--- config.mk ---
export PLATFORM = sky130hd
export DESIGN_NAME = ws2812_pwm_serializer_core
export DESIGN_NICKNAME = d
export VERILOG_FILES = /design/src/design/wps_pkg.sv /design/src/design/wps_ram.sv /design/src/design/wps_store.sv /design/src/design/wps_frame.sv /design/src/design/ws2812_pwm_serializer_core.sv
export VERILOG_INCLUDE_DIRS = /design/src /design/src/design
export SDC_FILE = /design/constraint.sdc
export NUM_CORES = 2
export LEC_CHECK = 0
export ABC_CLOCK_PERIOD_IN_PS = 8800
export BUFFER_PORTS_ARGS = -buffer_cell sky130_fd_sc_hd__buf_2
export CORE_MARGIN = 2
export CORE_UTILIZATION = 45
export DETAILED_ROUTE_END_ITERATION = 10
export GPL_ROUTABILITY_DRIVEN = 0
export SYNTH_ARGS = -nofsm -noshare
export SYNTH_HDL_FRONTEND = slang
export SYNTH_SLANG_ARGS = --single-unit
--- constraint.sdc ---
create_clock -name aclk -period 8.8 [get_ports aclk]
set_input_delay 1.76 -clock aclk [delete_from_list [all_inputs] [get_ports aclk]]
set_output_delay 1.76 -clock aclk [all_outputs]
set_load 0.005 [all_outputs]
--- src/design/ws2812_pwm_serializer_core_macros.svh ---
// ---------------------------------------------------------------------------
// ws2812 pwm serializer assertion macros
// property wrappers clocked on aclk and disabled while aresetn is low
// ---------------------------------------------------------------------------
`ifndef WS2812_PWM_SERIALIZER_CORE_MACROS_SVH
`define WS2812_PWM_SERIALIZER_CORE_MACROS_SVH

// same-cycle implication
`define WPS_ASSERT_NOW(label, ante, cons) \
    label: assert property (@(posedge aclk) disable iff (!aresetn) (ante) |-> (cons)) \
        else $error("wps assertion failed");

// next-cycle implication
`define WPS_ASSERT_NEXT(label, ante, cons) \
    label: assert property (@(posedge aclk) disable iff (!aresetn) (ante) |=> (cons)) \
        else $error("wps assertion failed");

`endif

--- src/design/wps_pkg.sv ---
// ---------------------------------------------------------------------------
// wps_pkg
// shared constants, types and helpers of the ws2812 pwm serializer
// ---------------------------------------------------------------------------
`timescale 1ns / 1ps

package wps_pkg;

    localparam int MAX_LEDS     = 64;
    localparam int RESET_SLOTS  = 40;
    localparam int BITS_PER_LED = 24;
    localparam int RGB_W        = 24;
    localparam int LED_W        = (MAX_LEDS > 1) ? $clog2(MAX_LEDS) : 1;
    localparam int CNT_W        = $clog2(MAX_LEDS + 1);
    localparam int SLOT_W       = $clog2(RESET_SLOTS);
    localparam int BIT_W        = 5;
    localparam int ACT_W        = 7;
    localparam int PER_W        = 16;
    localparam int ADDR_W       = 3;

    localparam logic [7:0]      LEVEL_ON     = 8'd254;
    localparam logic [15:0]     RECIP3       = 16'hAAAB;
    localparam logic [SLOT_W-1:0] SLOT_LAST  = SLOT_W'(RESET_SLOTS - 1);
    localparam logic [BIT_W-1:0]  BIT_LAST   = BIT_W'(BITS_PER_LED - 1);
    localparam logic [CNT_W-1:0]  LED_MAX    = CNT_W'(MAX_LEDS);

    localparam logic REG_PWM_PERIOD  = 1'b0;
    localparam logic REG_ACTIVE_LEDS = 1'b1;

    localparam logic [2:0] PAL_BLACK  = 3'd0;
    localparam logic [2:0] PAL_RED    = 3'd1;
    localparam logic [2:0] PAL_GREEN  = 3'd2;
    localparam logic [2:0] PAL_BLUE   = 3'd3;
    localparam logic [2:0] PAL_YELLOW = 3'd4;
    localparam logic [2:0] PAL_PURPLE = 3'd5;
    localparam logic [2:0] PAL_CYAN   = 3'd6;
    localparam logic [2:0] PAL_WHITE  = 3'd7;

    typedef enum logic [1:0] {
        MODE_TICK    = 2'd0,
        MODE_PALETTE = 2'd1,
        MODE_SET_ALL = 2'd2,
        MODE_START   = 2'd3
    } mode_t;

    typedef enum logic [1:0] {
        PHASE_IDLE = 2'd0,
        PHASE_LEAD = 2'd1,
        PHASE_DATA = 2'd2,
        PHASE_TAIL = 2'd3
    } phase_t;

    typedef enum logic [1:0] {
        DUTY_ZERO  = 2'd0,
        DUTY_THIRD = 2'd1,
        DUTY_DATA  = 2'd2
    } duty_sel_t;

    typedef struct packed {
        duty_sel_t        sel;
        logic [BIT_W-1:0] bit_pos;
        logic             busy;
    } slot_t;

    typedef struct packed {
        logic             pal_we;
        logic [LED_W-1:0] pal_idx;
        logic [RGB_W-1:0] pal_rgb;
        logic             set_we;
        logic [RGB_W-1:0] set_rgb;
        logic [CNT_W-1:0] set_n;
    } store_cmd_t;

    function automatic logic [RGB_W-1:0] palette(input logic [2:0] code);
        logic [7:0] r;
        logic [7:0] g;
        logic [7:0] b;
        r = 8'd0;
        g = 8'd0;
        b = 8'd0;
        case (code)
            PAL_RED: begin
                r = LEVEL_ON;
            end
            PAL_GREEN: begin
                g = LEVEL_ON;
            end
            PAL_BLUE: begin
                b = LEVEL_ON;
            end
            PAL_YELLOW: begin
                r = LEVEL_ON;
                g = LEVEL_ON;
            end
            PAL_PURPLE: begin
                r = LEVEL_ON;
                b = LEVEL_ON;
            end
            PAL_CYAN: begin
                g = LEVEL_ON;
                b = LEVEL_ON;
            end
            PAL_WHITE: begin
                r = LEVEL_ON;
                g = LEVEL_ON;
                b = LEVEL_ON;
            end
            default: begin
                r = 8'd0;
            end
        endcase
        return {r, g, b};
    endfunction

    // wire order is green, red, blue, msb first
    function automatic logic grb_bit(input logic [RGB_W-1:0] rgb,
                                     input logic [BIT_W-1:0] pos);
        logic [RGB_W-1:0] grb;
        logic [BIT_W-1:0] sel;
        grb = {rgb[15:8], rgb[23:16], rgb[7:0]};
        sel = BIT_LAST - pos;
        return grb[sel];
    endfunction

endpackage

--- src/design/wps_ram.sv ---
// ---------------------------------------------------------------------------
// wps_ram
// generic single-write, single-read ram with registered read data
// ---------------------------------------------------------------------------
`timescale 1ns / 1ps

module wps_ram #(
    parameter int WIDTH = 24,
    parameter int DEPTH = 64
) (
    input  logic                             aclk,
    input  logic                             we,
    input  logic [$clog2(DEPTH)-1:0]         waddr,
    input  logic [WIDTH-1:0]                 wdata,
    input  logic                             re,
    input  logic [$clog2(DEPTH)-1:0]         raddr,
    output logic [WIDTH-1:0]                 rdata
);

    logic [WIDTH-1:0] mem [DEPTH];
    logic [WIDTH-1:0] rdata_reg;

    always_ff @(posedge aclk) begin
        if (we) begin
            mem[waddr] <= wdata;
        end
        if (re) begin
            rdata_reg <= mem[raddr];
        end
    end

    assign rdata = rdata_reg;

endmodule

--- src/design/wps_store.sv ---
// ---------------------------------------------------------------------------
// wps_store
// led color store: ram plus a background fill sweep for set-all requests
// ---------------------------------------------------------------------------
`timescale 1ns / 1ps

`include "ws2812_pwm_serializer_core_macros.svh"

module wps_store
    import wps_pkg::*;
(
    input  logic             aclk,
    input  logic             aresetn,
    input  store_cmd_t       cmd,
    input  logic             rd_en,
    input  logic [LED_W-1:0] rd_idx,
    output logic [RGB_W-1:0] rd_rgb,
    output logic             sweeping
);

    logic                sweep_reg;
    logic [LED_W-1:0]    ptr_reg;
    logic [CNT_W-1:0]    fill_n_reg;
    logic [RGB_W-1:0]    fill_rgb_reg;
    logic [MAX_LEDS-1:0] touched_reg;
    logic                pend_reg;

    logic                step;
    logic                sweep_we;
    logic                ram_we;
    logic [LED_W-1:0]    ram_waddr;
    logic [RGB_W-1:0]    ram_wdata;
    logic [RGB_W-1:0]    ram_rdata;
    logic                pend_next;
    logic [CNT_W-1:0]    ptr_inc;

    // reset starts a sweep of zeros over the whole store
    assign step      = sweep_reg && !cmd.pal_we && !cmd.set_we;
    assign sweep_we  = step && !touched_reg[ptr_reg];
    assign ram_we    = cmd.pal_we || sweep_we;
    assign ram_waddr = cmd.pal_we ? cmd.pal_idx : ptr_reg;
    assign ram_wdata = cmd.pal_we ? cmd.pal_rgb : fill_rgb_reg;
    assign ptr_inc   = CNT_W'({1'b0, ptr_reg}) + CNT_W'(1);

    assign pend_next = sweep_reg
                    && (rd_idx >= ptr_reg)
                    && (CNT_W'({1'b0, rd_idx}) < fill_n_reg)
                    && !touched_reg[rd_idx];

    always_ff @(posedge aclk) begin
        if (!aresetn) begin
            sweep_reg    <= 1'b1;
            ptr_reg      <= '0;
            fill_n_reg   <= LED_MAX;
            fill_rgb_reg <= '0;
            touched_reg  <= '0;
            pend_reg     <= 1'b0;
        end else begin
            if (cmd.set_we) begin
                sweep_reg    <= 1'b1;
                ptr_reg      <= '0;
                fill_n_reg   <= cmd.set_n;
                fill_rgb_reg <= cmd.set_rgb;
                touched_reg  <= '0;
            end else begin
                if (cmd.pal_we) begin
                    touched_reg[cmd.pal_idx] <= 1'b1;
                end
                if (step) begin
                    if (ptr_inc >= fill_n_reg) begin
                        sweep_reg <= 1'b0;
                    end else begin
                        ptr_reg <= ptr_inc[LED_W-1:0];
                    end
                end
            end
            if (rd_en) begin
                pend_reg <= pend_next;
            end
        end
    end

    wps_ram #(
        .WIDTH (RGB_W),
        .DEPTH (MAX_LEDS)
    ) u_ram (
        .aclk  (aclk),
        .we    (ram_we),
        .waddr (ram_waddr),
        .wdata (ram_wdata),
        .re    (rd_en),
        .raddr (rd_idx),
        .rdata (ram_rdata)
    );

    assign rd_rgb   = pend_reg ? fill_rgb_reg : ram_rdata;
    assign sweeping = sweep_reg;

    `WPS_ASSERT_NEXT(a_fill_starts, cmd.set_we, sweep_reg && (ptr_reg == '0))
    `WPS_ASSERT_NOW(a_ptr_in_fill, sweep_reg, CNT_W'({1'b0, ptr_reg}) < fill_n_reg)

endmodule

--- src/design/wps_frame.sv ---
// ---------------------------------------------------------------------------
// wps_frame
// frame sequencer: lead reset slots, 24 data slots per led, tail reset slots
// ---------------------------------------------------------------------------
`timescale 1ns / 1ps

`include "ws2812_pwm_serializer_core_macros.svh"

module wps_frame
    import wps_pkg::*;
(
    input  logic             aclk,
    input  logic             aresetn,
    input  logic             tick,
    input  logic             start,
    input  logic [CNT_W-1:0] led_n,
    output slot_t            slot,
    output logic             rd_en,
    output logic [LED_W-1:0] rd_idx,
    output logic             idle
);

    phase_t            phase_reg,  phase_next;
    logic [SLOT_W-1:0] slot_reg,   slot_next;
    logic [CNT_W-1:0]  led_reg,    led_next;
    logic [BIT_W-1:0]  bit_reg,    bit_next;
    logic [CNT_W-1:0]  led_inc;

    assign led_inc = led_reg + CNT_W'(1);

    always_ff @(posedge aclk) begin
        if (!aresetn) begin
            phase_reg <= PHASE_IDLE;
            slot_reg  <= '0;
            led_reg   <= '0;
            bit_reg   <= '0;
        end else begin
            phase_reg <= phase_next;
            slot_reg  <= slot_next;
            led_reg   <= led_next;
            bit_reg   <= bit_next;
        end
    end

    always_comb begin
        phase_next   = phase_reg;
        slot_next    = slot_reg;
        led_next     = led_reg;
        bit_next     = bit_reg;
        slot.sel     = DUTY_ZERO;
        slot.bit_pos = bit_reg;
        slot.busy    = (phase_reg != PHASE_IDLE);
        rd_en        = 1'b0;
        case (phase_reg)
            PHASE_IDLE: begin
                if (start) begin
                    phase_next = PHASE_LEAD;
                    slot_next  = '0;
                    led_next   = '0;
                    bit_next   = '0;
                end
            end
            PHASE_LEAD: begin
                slot.sel = (slot_reg == '0) ? DUTY_THIRD : DUTY_ZERO;
                if (tick) begin
                    if (slot_reg == SLOT_LAST) begin
                        phase_next = PHASE_DATA;
                        slot_next  = '0;
                        led_next   = '0;
                        bit_next   = '0;
                    end else begin
                        slot_next = slot_reg + SLOT_W'(1);
                    end
                end
            end
            PHASE_DATA: begin
                slot.sel = DUTY_DATA;
                rd_en    = tick;
                if (tick) begin
                    if (bit_reg == BIT_LAST) begin
                        bit_next = '0;
                        led_next = led_inc;
                        if (led_inc >= led_n) begin
                            phase_next = PHASE_TAIL;
                            slot_next  = '0;
                        end
                    end else begin
                        bit_next = bit_reg + BIT_W'(1);
                    end
                end
            end
            PHASE_TAIL: begin
                if (tick) begin
                    if (slot_reg == SLOT_LAST) begin
                        phase_next = PHASE_IDLE;
                        slot_next  = '0;
                        led_next   = '0;
                        bit_next   = '0;
                    end else begin
                        slot_next = slot_reg + SLOT_W'(1);
                    end
                end
            end
            default: begin
                phase_next = PHASE_IDLE;
            end
        endcase
    end

    assign rd_idx = led_reg[LED_W-1:0];
    assign idle   = (phase_reg == PHASE_IDLE);

    `WPS_ASSERT_NOW(a_idle_clean, phase_reg == PHASE_IDLE,
        (slot_reg == '0) && (led_reg == '0) && (bit_reg == '0))
    `WPS_ASSERT_NOW(a_data_bounds, phase_reg == PHASE_DATA,
        (bit_reg <= BIT_LAST) && (led_reg < LED_MAX))

endmodule

--- src/design/ws2812_pwm_serializer_core.sv ---
// ---------------------------------------------------------------------------
// ws2812_pwm_serializer_core
// ws2812 led strip serializer producing one pwm compare value per bit slot
// ---------------------------------------------------------------------------
// Every request yields one result through stage 1 and the output register; a
// request can be taken every cycle unless the output stalls. The color store is
// a 64 x 24 ram with one write port: a set-all request is written into it by a
// background fill of one led per cycle (palette writes take the port first),
// while reads of not yet filled leds return the new color at once. A set-all
// request that arrives while a fill is still running waits until it ends. After
// reset the same fill clears the store; other requests are taken during it.
// Both pwm duties are derived from pwm_period when it is written.
// ---------------------------------------------------------------------------
`timescale 1ns / 1ps

`include "ws2812_pwm_serializer_core_macros.svh"

module ws2812_pwm_serializer_core
    import wps_pkg::*;
(
    input  logic              aclk,
    input  logic              aresetn,
    // apb
    input  logic              psel,
    input  logic              penable,
    input  logic              pwrite,
    input  logic [ADDR_W-1:0] paddr,
    input  logic [31:0]       pwdata,
    output logic [31:0]       prdata,
    output logic              pready,
    // requests
    input  logic              s_tvalid,
    output logic              s_tready,
    input  logic [39:0]       s_tdata,  // led_index, color_code, red, green, blue, zero pad
    input  logic [1:0]        s_tuser,  // mode
    // results
    output logic              m_tvalid,
    input  logic              m_tready,
    output logic [23:0]       m_tdata   // duty, line_enabled, busy_res, accepted, zero pad
);

    logic [PER_W-1:0] period_reg;
    logic [PER_W-1:0] third_reg;
    logic [PER_W-1:0] two_third_reg;
    logic [ACT_W-1:0] active_reg;

    logic [31:0]      recip_prod;
    logic [PER_W-1:0] third_calc;
    logic [1:0]       three_t_lo;
    logic [1:0]       rem;
    logic             cfg_we;

    mode_t            mode;
    logic [LED_W-1:0] led_index;
    logic [2:0]       color_code;
    logic [7:0]       red;
    logic [7:0]       green;
    logic [7:0]       blue;
    logic [CNT_W-1:0] led_n;

    logic             accept;
    logic             out_load;
    logic             adv;
    logic             sweeping;
    logic             idx_ok;
    logic             accepted_now;
    logic             busy_now;
    store_cmd_t       cmd;

    slot_t            slot;
    logic             rd_en;
    logic [LED_W-1:0] rd_idx;
    logic             frame_idle;
    logic [RGB_W-1:0] rd_rgb;

    logic             st1_valid_reg;
    duty_sel_t        st1_sel_reg;
    logic [BIT_W-1:0] st1_bit_reg;
    logic             st1_busy_reg;
    logic             st1_acc_reg;
    logic [PER_W-1:0] duty_calc;

    logic             m_valid_reg;
    logic [PER_W-1:0] m_duty_reg;
    logic             m_busy_reg;
    logic             m_acc_reg;

    // configuration
    assign pready     = 1'b1;
    assign cfg_we     = psel && penable && pwrite && pready;
    assign recip_prod = {16'd0, pwdata[15:0]} * {16'd0, RECIP3};
    assign third_calc = {1'b0, recip_prod[31:17]};
    assign three_t_lo = 2'(third_calc[1:0] + {third_calc[0], 1'b0});
    assign rem        = 2'(pwdata[1:0] - three_t_lo);

    always_ff @(posedge aclk) begin
        if (!aresetn) begin
            period_reg    <= PER_W'(105);
            third_reg     <= PER_W'(35);
            two_third_reg <= PER_W'(70);
            active_reg    <= ACT_W'(64);
        end else if (cfg_we) begin
            case (paddr[2])
                REG_PWM_PERIOD: begin
                    period_reg    <= pwdata[PER_W-1:0];
                    third_reg     <= third_calc;
                    two_third_reg <= {third_calc[PER_W-2:0], 1'b0} + PER_W'(rem == 2'd2);
                end
                REG_ACTIVE_LEDS: begin
                    active_reg <= pwdata[ACT_W-1:0];
                end
                default: begin
                    active_reg <= active_reg;
                end
            endcase
        end
    end

    assign prdata = (paddr[2] == REG_ACTIVE_LEDS) ? {25'd0, active_reg}
                                                  : {16'd0, period_reg};

    always_comb begin
        if (active_reg == '0) begin
            led_n = CNT_W'(1);
        end else if (CNT_W'(active_reg) > LED_MAX) begin
            led_n = LED_MAX;
        end else begin
            led_n = CNT_W'(active_reg);
        end
    end

    // request decode
    assign mode       = mode_t'(s_tuser);
    assign led_index  = s_tdata[LED_W-1:0];
    assign color_code = s_tdata[8:6];
    assign red        = s_tdata[16:9];
    assign green      = s_tdata[24:17];
    assign blue       = s_tdata[32:25];

    assign out_load = !m_valid_reg || m_tready;
    assign adv      = !st1_valid_reg || out_load;
    assign s_tready = adv && !(sweeping && (mode == MODE_SET_ALL));
    assign accept   = s_tvalid && s_tready;
    assign idx_ok   = CNT_W'({1'b0, led_index}) < led_n;

    always_comb begin
        accepted_now = 1'b0;
        busy_now     = !frame_idle;
        case (mode)
            MODE_TICK: begin
                busy_now = slot.busy;
            end
            MODE_PALETTE: begin
                accepted_now = idx_ok;
            end
            MODE_SET_ALL: begin
                accepted_now = 1'b1;
            end
            MODE_START: begin
                accepted_now = frame_idle;
                busy_now     = 1'b1;
            end
            default: begin
                accepted_now = 1'b0;
            end
        endcase
    end

    assign cmd.pal_we  = accept && (mode == MODE_PALETTE) && idx_ok;
    assign cmd.pal_idx = led_index;
    assign cmd.pal_rgb = palette(color_code);
    assign cmd.set_we  = accept && (mode == MODE_SET_ALL);
    assign cmd.set_rgb = {red, green, blue};
    assign cmd.set_n   = led_n;

    wps_frame u_frame (
        .aclk    (aclk),
        .aresetn (aresetn),
        .tick    (accept && (mode == MODE_TICK)),
        .start   (accept && (mode == MODE_START)),
        .led_n   (led_n),
        .slot    (slot),
        .rd_en   (rd_en),
        .rd_idx  (rd_idx),
        .idle    (frame_idle)
    );

    wps_store u_store (
        .aclk     (aclk),
        .aresetn  (aresetn),
        .cmd      (cmd),
        .rd_en    (rd_en),
        .rd_idx   (rd_idx),
        .rd_rgb   (rd_rgb),
        .sweeping (sweeping)
    );

    // stage 1: waits on the ram read
    always_ff @(posedge aclk) begin
        if (!aresetn) begin
            st1_valid_reg <= 1'b0;
        end else if (adv) begin
            st1_valid_reg <= accept;
        end
    end

    always_ff @(posedge aclk) begin
        if (adv && accept) begin
            st1_sel_reg  <= (mode == MODE_TICK) ? slot.sel : DUTY_ZERO;
            st1_bit_reg  <= slot.bit_pos;
            st1_busy_reg <= busy_now;
            st1_acc_reg  <= accepted_now;
        end
    end

    always_comb begin
        case (st1_sel_reg)
            DUTY_THIRD: begin
                duty_calc = third_reg;
            end
            DUTY_DATA: begin
                duty_calc = grb_bit(rd_rgb, st1_bit_reg) ? two_third_reg : third_reg;
            end
            default: begin
                duty_calc = '0;
            end
        endcase
    end

    // output register
    always_ff @(posedge aclk) begin
        if (!aresetn) begin
            m_valid_reg <= 1'b0;
        end else if (out_load) begin
            m_valid_reg <= st1_valid_reg;
        end
    end

    always_ff @(posedge aclk) begin
        if (out_load && st1_valid_reg) begin
            m_duty_reg <= duty_calc;
            m_busy_reg <= st1_busy_reg;
            m_acc_reg  <= st1_acc_reg;
        end
    end

    assign m_tvalid = m_valid_reg;
    assign m_tdata  = {5'd0, m_acc_reg, m_busy_reg, m_busy_reg, m_duty_reg};

    `WPS_ASSERT_NEXT(a_st1_holds, st1_valid_reg && !out_load,
        st1_valid_reg && $stable(st1_sel_reg) && $stable(st1_bit_reg))
    `WPS_ASSERT_NEXT(a_st1_data_holds, st1_valid_reg && !out_load && (st1_sel_reg == DUTY_DATA),
        $stable(rd_rgb))

endmodule
Yosys cells after proc, flatten, opt, wreduce, memory -nomap -nowiden
Memory sizes are Yosys's and may differ from the RTL's. A register that Yosys moved wholly into a read port is not among the register bits.
Index checks and enable logic that the tools add are counted.
{"block": "op_classes", "add_sub_neg": 8, "mul": 1, "div": 0, "order_cmp": 11, "eq_ne": 28, "shift": 0, "mux": 54, "bitwise_logic": 4, "reduce_logical": 48}
{"operator": "64-bit OR", "n": 1}
{"operator": "7-bit 2-to-1 mux", "n": 7}
{"operator": "24-bit 2-to-1 mux", "n": 2}
{"operator": "6-bit 2-to-1 mux", "n": 7}
{"operator": "16-bit by 16-bit multiplier with 32-bit output (second input constant)", "n": 1}
{"operator": "16-bit 2-to-1 mux", "n": 2}
{"operator": "16-bit one-hot mux with 2 select lines", "n": 1}
{"operator": "5-bit 2-to-1 mux", "n": 5}
{"operator": "8-bit 2-to-1 mux", "n": 3}
{"operator": "6-bit by 7-bit < comparator with 1-bit output (second input constant)", "n": 3}
{"operator": "7-bit one-hot mux with 3 select lines", "n": 1}
{"operator": "2-bit by 1-bit != test with 1-bit output (second input constant)", "n": 10}
{"operator": "1-bit logical AND", "n": 19}
{"operator": "6-bit one-hot mux with 3 select lines", "n": 1}
{"operator": "16-bit by 1-bit adder with 16-bit output", "n": 1}
{"operator": "2-bit 2-to-1 mux", "n": 8}
{"operator": "5-bit one-hot mux with 3 select lines", "n": 1}
{"operator": "7-bit >= comparator", "n": 2}
{"operator": "6-bit by 7-bit < comparator with 1-bit output", "n": 2}
{"operator": "1-bit binary-select mux with 6-bit select", "n": 2}
{"operator": "2-bit == test (second input constant)", "n": 6}
{"operator": "3-bit == test (second input constant)", "n": 4}
{"operator": "4-bit OR reduction", "n": 3}
{"operator": "5-bit AND reduction", "n": 2}
{"operator": "34 further kinds", "n": 60}
{"block": "totals", "ff_bits": 206, "latch_bits": 0, "mem_bits_rw": 1536, "mem_bits_ro": 0, "in_bits": 84, "output_inout_bits": 59, "wordCells": 178, "mem_count": 1}
{"memory": "u_store.u_ram.mem", "words": 64, "word_bits": 24, "read_ports": 1, "rd_clocked_by_memory_dff": 1, "write_ports": 1, "line_no": "wps_ram.sv:20", "text": "logic [WIDTH-1:0] mem [DEPTH];"}

Depth between registers and ports, before layout
{"block": "depth", "ltp_word": 14, "ltp_mapped": 25, "ltp_nobuf": 25}

Hierarchy
A second synthesis with hierarchy kept.
{"block": "unflattened", "hier_cells": 4294, "hier_area_um2": 75134.6}
{"module": "wps_ram", "instances": 1, "cells_per_inst": 2610, "area_per_inst_um2": 59535.8, "seq_area_each_um2": 46844.9}
{"module": "ws2812_pwm_serializer_core", "instances": 1, "cells_per_inst": 885, "area_per_inst_um2": 8398.1, "seq_area_each_um2": 1631.6}
{"module": "wps_store", "instances": 1, "cells_per_inst": 625, "area_per_inst_um2": 5793.1, "seq_area_each_um2": 2062.0}
{"module": "wps_frame", "instances": 1, "cells_per_inst": 174, "area_per_inst_um2": 1407.6, "seq_area_each_um2": 400.4}

Least setup slack after synthesis
Ideal clock, no wire load.
{"block": "synth_path", "path_type": "input-to-reg", "startpoint": "input port pwdata[11]", "endpoint": "register two_third_reg[0]", "setup_ps": 87, "t_arrival_ps": 6993, "path_slack_ps": 1720, "stages": 25, "path_buffers": 0, "cell_sequence": "ha_1 > ha_1 > inv_1 > fa_1 > inv_1 > fa_1 > fa_1 > inv_1 > fa_1 > inv_1 > ha_1 > a21oi_1 > nor2b_1 > o21ai_0 > nand2b_1 > or4_1 > and4_1 > ha_1 > inv_1 > ha_1 > nor2_1 > xnor2_1 > xnor2_1 > xnor2_1 > o31ai_1"}
{"block": "synth_between", "elab_chain_cells": 5}
{"item": "start: declaration", "line_no": "ws2812_pwm_serializer_core.sv:28", "text": "input logic [31:0] pwdata,"}
{"item": "16-bit by 16-bit multiplier with 32-bit output", "line_no": "ws2812_pwm_serializer_core.sv:91", "text": "assign recip_prod = {16'd0, pwdata[15:0]} * {16'd0, RECIP3};"}
{"item": "named net recip_prod[17]", "line_no": "ws2812_pwm_serializer_core.sv:47", "text": "logic [31:0] recip_prod;"}
{"item": "2-bit adder", "line_no": "ws2812_pwm_serializer_core.sv:93", "text": "assign three_t_lo = 2'(third_calc[1:0] + {third_calc[0], 1'b0});"}
{"item": "2-bit subtractor", "line_no": "ws2812_pwm_serializer_core.sv:94", "text": "assign rem = 2'(pwdata[1:0] - three_t_lo);"}
{"item": "2-bit == test", "line_no": "ws2812_pwm_serializer_core.sv:107", "text": "two_third_reg <= {third_calc[PER_W-2:0], 1'b0} + PER_W'(rem == 2'd2);"}
{"item": "16-bit by 1-bit adder with 16-bit output", "line_no": "ws2812_pwm_serializer_core.sv:107"}
{"item": "end signal: assignment", "line_no": "ws2812_pwm_serializer_core.sv:107"}
{"item": "end: declaration", "line_no": "ws2812_pwm_serializer_core.sv:44", "text": "logic [PER_W-1:0] two_third_reg;"}
The timed path passes the listed nets, and every way through them passes these cells.
A chain may end at the register's enable or synchronous reset.

Worst setup path after layout
{"block": "layout_path", "startpoint": "input port pwdata[1]", "endpoint": "register two_third_reg[0]"}
The elaborated chain is that of the path after synthesis.

==> results by stage <==
Timing:
- Setup repair after global routing left no endpoint under its margin.
- At the pin with the least slew margin, the transition time is 1.28 ns.
- For the finished layout, the period the worst path requires is slightly above 7 ns.
- Derived from the worst setup path, the maximum achievable clock frequency is roughly 140 MHz.
- On the final layout, the worst clock skew is 0.0258 ns.
- The number of hold-slack violations in the final timing report is 0.
- The number of pins exceeding their max-slew limit in the final report is 0.
- The number of setup violations in the final report is 0.
- The tightest slew margin relative to the limit is 0.147.
- Dividing the final minimum period by the clock period gives 0.803.
- After routing, the total negative slack on setup checks comes to 0 ns.

Cells and area:
- After filler insertion, the fill cell instance count of the layout stands at 13000.
- From synthesis to final layout, the design area changed by 12.2%.
- For this run, the post-layout net count is 4309.
- The register with the most flip-flops in the layout has 1536 of them.
- The multi-input combinational cells in the finished layout cover a total of 21700 µm².
- The commonest non-fill, non-tap cell in the layout is edfxtp_1.
- Once layout is done, the placed cells without fillers occupy between 80000 and 90000 µm².
- Registers take 51000 µm².
- In the layout the commonest cells are edfxtp_1, mux4_2, inv_1, clkbuf_16, ha_1.
- Of the cells placed in the final design, the portion with a size suffix greater than 1 is 0.268.

Die:
- For this configuration, the core starts out at a cell density of 0.453.
- The floorplan die height is 409 µm.
- The row count is roughly 150.
- The floorplan step defined a die boundary enclosing 167000 µm².
- Measured along the x axis, the die boundary spans 409 µm.
- The count of boundary I/O pins is 143.
- The total area inside the core boundary comes to between 150000 and 200000 µm².

Detailed routing:
- The first detailed-routing pass took 7 iterations.
- The total number of vias is 37000.
- The number of violations reported at the end of detailed-routing iteration 0 is 4033.
- After detailed routing, the number of remaining DRC violations is 0.
- In the routed layout, each cell is associated on average with a via count of 5.88.
- The detail route stage leaves a number of antenna-violating nets equal to 0.
- The wire length reported by the detailed router is 186 mm.
- The wire length per cell is 29.5 µm.

Clock tree:
- For this design, the sink count on the clock tree is 1751.
- The post-CTS setup buffer count is 0.
- The cell at the root of the clock tree is clkbuf_16.
- The count of cells resized by post-cts repair is 0.
- Buffers inserted during clock tree synthesis total 174.
- The later pin in the worst-skew pair is clocked with a latency of 0.80 ns.
- The hold buffer count at CTS is 0.
- The TritonCTS clock tree is done.
- After clock tree synthesis, the clock-pin slew on the worst setup and hold paths is 0.06 ns.
- Counting along the longest clock path gives a buffer depth of 3.
- The number of H-tree branching levels is 4.

Worst setup path:
- Walking the worst path, the cells encountered are buf_2, ha_1, xor2_1, ha_1, a21oi_1, fa_1, inv_1, fa_1, fa_1, inv_1, fa_1, inv_1, ha_1, or4_1, and4_1, ha_1, inv_1, ha_1, nor2_1, xnor2_1, xnor2_1, xnor2_1, o31ai_1.
- The slowest library cell on the worst path is fa_1.
- The cell repeated most along the worst path is ha_1.
- Of all nets on the critical path, the largest fanout is 12.
- STA classifies the critical path endpoint as a flop.
- The startpoint type of the worst setup path is an input port.
- The largest stage delay on the critical path is around 0.56 ns.
- The data arrival time of the critical path is roughly 7.8 ns.
- Among cell families on the critical path, the largest total delay comes from adder cells.
- The critical path class is input port to flop.
- The critical path contains buffers and inverters numbering 5 combined.
- The required time at the worst-slack endpoint is 9.50 ns.

Global routing:
- The initial antenna violation count is 7.
- The via count of the first global-routing pass is approximately 38000.
- The maximum number of pins on one net before global-route repair is 112.
- The remaining global-route overflow is 0.
- The total routing usage reported by global routing is 0.225.
- The first global-routing pass estimated 270 mm of wire.

Power and ir drop:
- Power spread over the standard cell area amounts to 231 nW/µm².
- The worst-case IR drop observed on VDD is 0.212 mV.
- Summed over all cells, the static leakage comes to 27.1 nW.

Yosys:
- The netlist area before placement is 73800 µm².
- The compound-gate portion of the synthesized area is 0.0279.
- The post-synthesis share of cell area spent on full adders, half adders and majority gates is 0.0501.
- By area, the combinational part of the netlist is dominated by multiplexers.
- Synthesis inferred 1751 register bits.
- During synthesis, Yosys emitted a total of 0 warnings.
- Yosys mapped a number of flops with a built-in enable equal to between 1500 and 2000.
- The count of cell types in the netlist is 72.
- The predominant post-synthesis flop cell is edfxtp_1.
- The count of mapped cells out of synthesis is 3811.
- Of the total synthesized cell area, the portion taken by XOR and XNOR cells is 0.00344.
- The share of the Yosys chip area taken by registers is 0.690.
- Of the post-synthesis cell area, the part taken by muxes is 0.174.
- The async set-or-reset flop fraction in the synthesized netlist is 0.
- The synthesized area divided by synthesized cell count is slightly below 20 µm².
- The simple-gate share of the synthesized area is 0.0301.

Flow run:
- Across the run, the number of max-cap violations was 0.

Placed design:
- The placed wire-length estimate after detailed placement is 105 mm.
- The placed cell area is 77300 µm².
- During placement, the flow inserted port buffers numbering 95.

Min path:
- The worst hold path class is flop to flop.

Run status:
- The flow ran to the end, and the final reports show no timing, DRC or antenna violations.
## through the flow
stage               power, mW  setup WS, ns  hold slack [ns]   util  std cells
finish                   19.1          1.73            0.420  0.508       6296
global route             19.9          1.43            0.424  0.508       6289
CTS                      19.2          1.71            0.421  0.508       6289
detailed placement       12.2         0.895            0.407  0.475       5975
global placement         12.1         0.867            0.404  0.475       5975
floorplan                11.3          1.72            0.400      -       3831
## final timing paths
| path | startpoint | depth (start not counted) | slack [ns] | end |
|---|---|---|---|---|
| worst min-delay path | st1_busy_reg | 0 | 0.42 | m_busy_reg |
| worst min register to register | st1_busy_reg | 0 | 0.42 | m_busy_reg |
| worst max-delay path | pwdata[1] | 23 | 1.73 | two_third_reg[0] |
| worst max register to register | active_reg[6] | 11 | 3.77 | u_store.u_ram.mem[25][23] |
## kinds of logic (layout without fill, tap and decap cells)
logic type               Yosys count  in the layout
AO/OA/AOI/OAI                    314            314
XOR/XNOR                          29             29
adder cells (fa/ha/maj)          249            249
buffers and inverters            420            703
flip-flops                      1751           1751
multiplexers                     580            580
other                              2             29
AND/OR/NAND/NOR                  466            466
## worst reg2reg max path, delay by kind of cell (launching register included)
family,cells,cell delay (ns)
and+or+nand+nor,4,2.46
adders and majority gates,1,0.30
DFF,1,0.38
AOI/OAI and AO/OA,3,0.44
buffers and inverters,2,0.56
muxes,1,0.49
## cell usage after synthesis, types with 40 or more instances
cell | number | area (µm²)
dfxtp_1 | 164 | 3280
clkbuf_1 | 119 | 447
a22o_1 | 40 | 350
nand2_1 | 133 | 499
buf_2 | 52 | 260
fa_1 | 77 | 1540
ha_1 | 172 | 2150
edfxtp_1 | 1587 | 47700
a21oi_1 | 133 | 666
inv_1 | 202 | 758
mux4_2 | 551 | 12400
nor2_1 | 146 | 548
## where the power goes
group / total, mW / switching (mW) / leakage (nW) / internal [mW]
logic: 2.73 / 1.68 / 8.36 / 1.06
registers: 9.21 / 0.0442 / 16.1 / 9.16
clock network: 7.15 / 3.12 / 2.65 / 4.03
## layer usage
metal / track usage / share of wire / vias to the layer above
li1: - / - / 15700
met1: 0.317 / 0.42 / 19800
met2: 0.364 / 0.49 / 1269
met3: 0.0370 / 0.068 / 281
met4: 0.0621 / 0.026 / 6
met5: 0 / 0.00019 / -
## layout make-up
class                           instances  area share
Clock buffer                          218      0.0562
Sequential cell                      1751       0.616
Antenna cell                            7    0.000212
Tap cell                             2175      0.0329
Multi-Input combinational cell       1660       0.262
Inverter                              204     0.00925
Timing Repair Buffer                  185      0.0147
Clock inverter                         96     0.00900
Power figures use the tool's default switching activity.
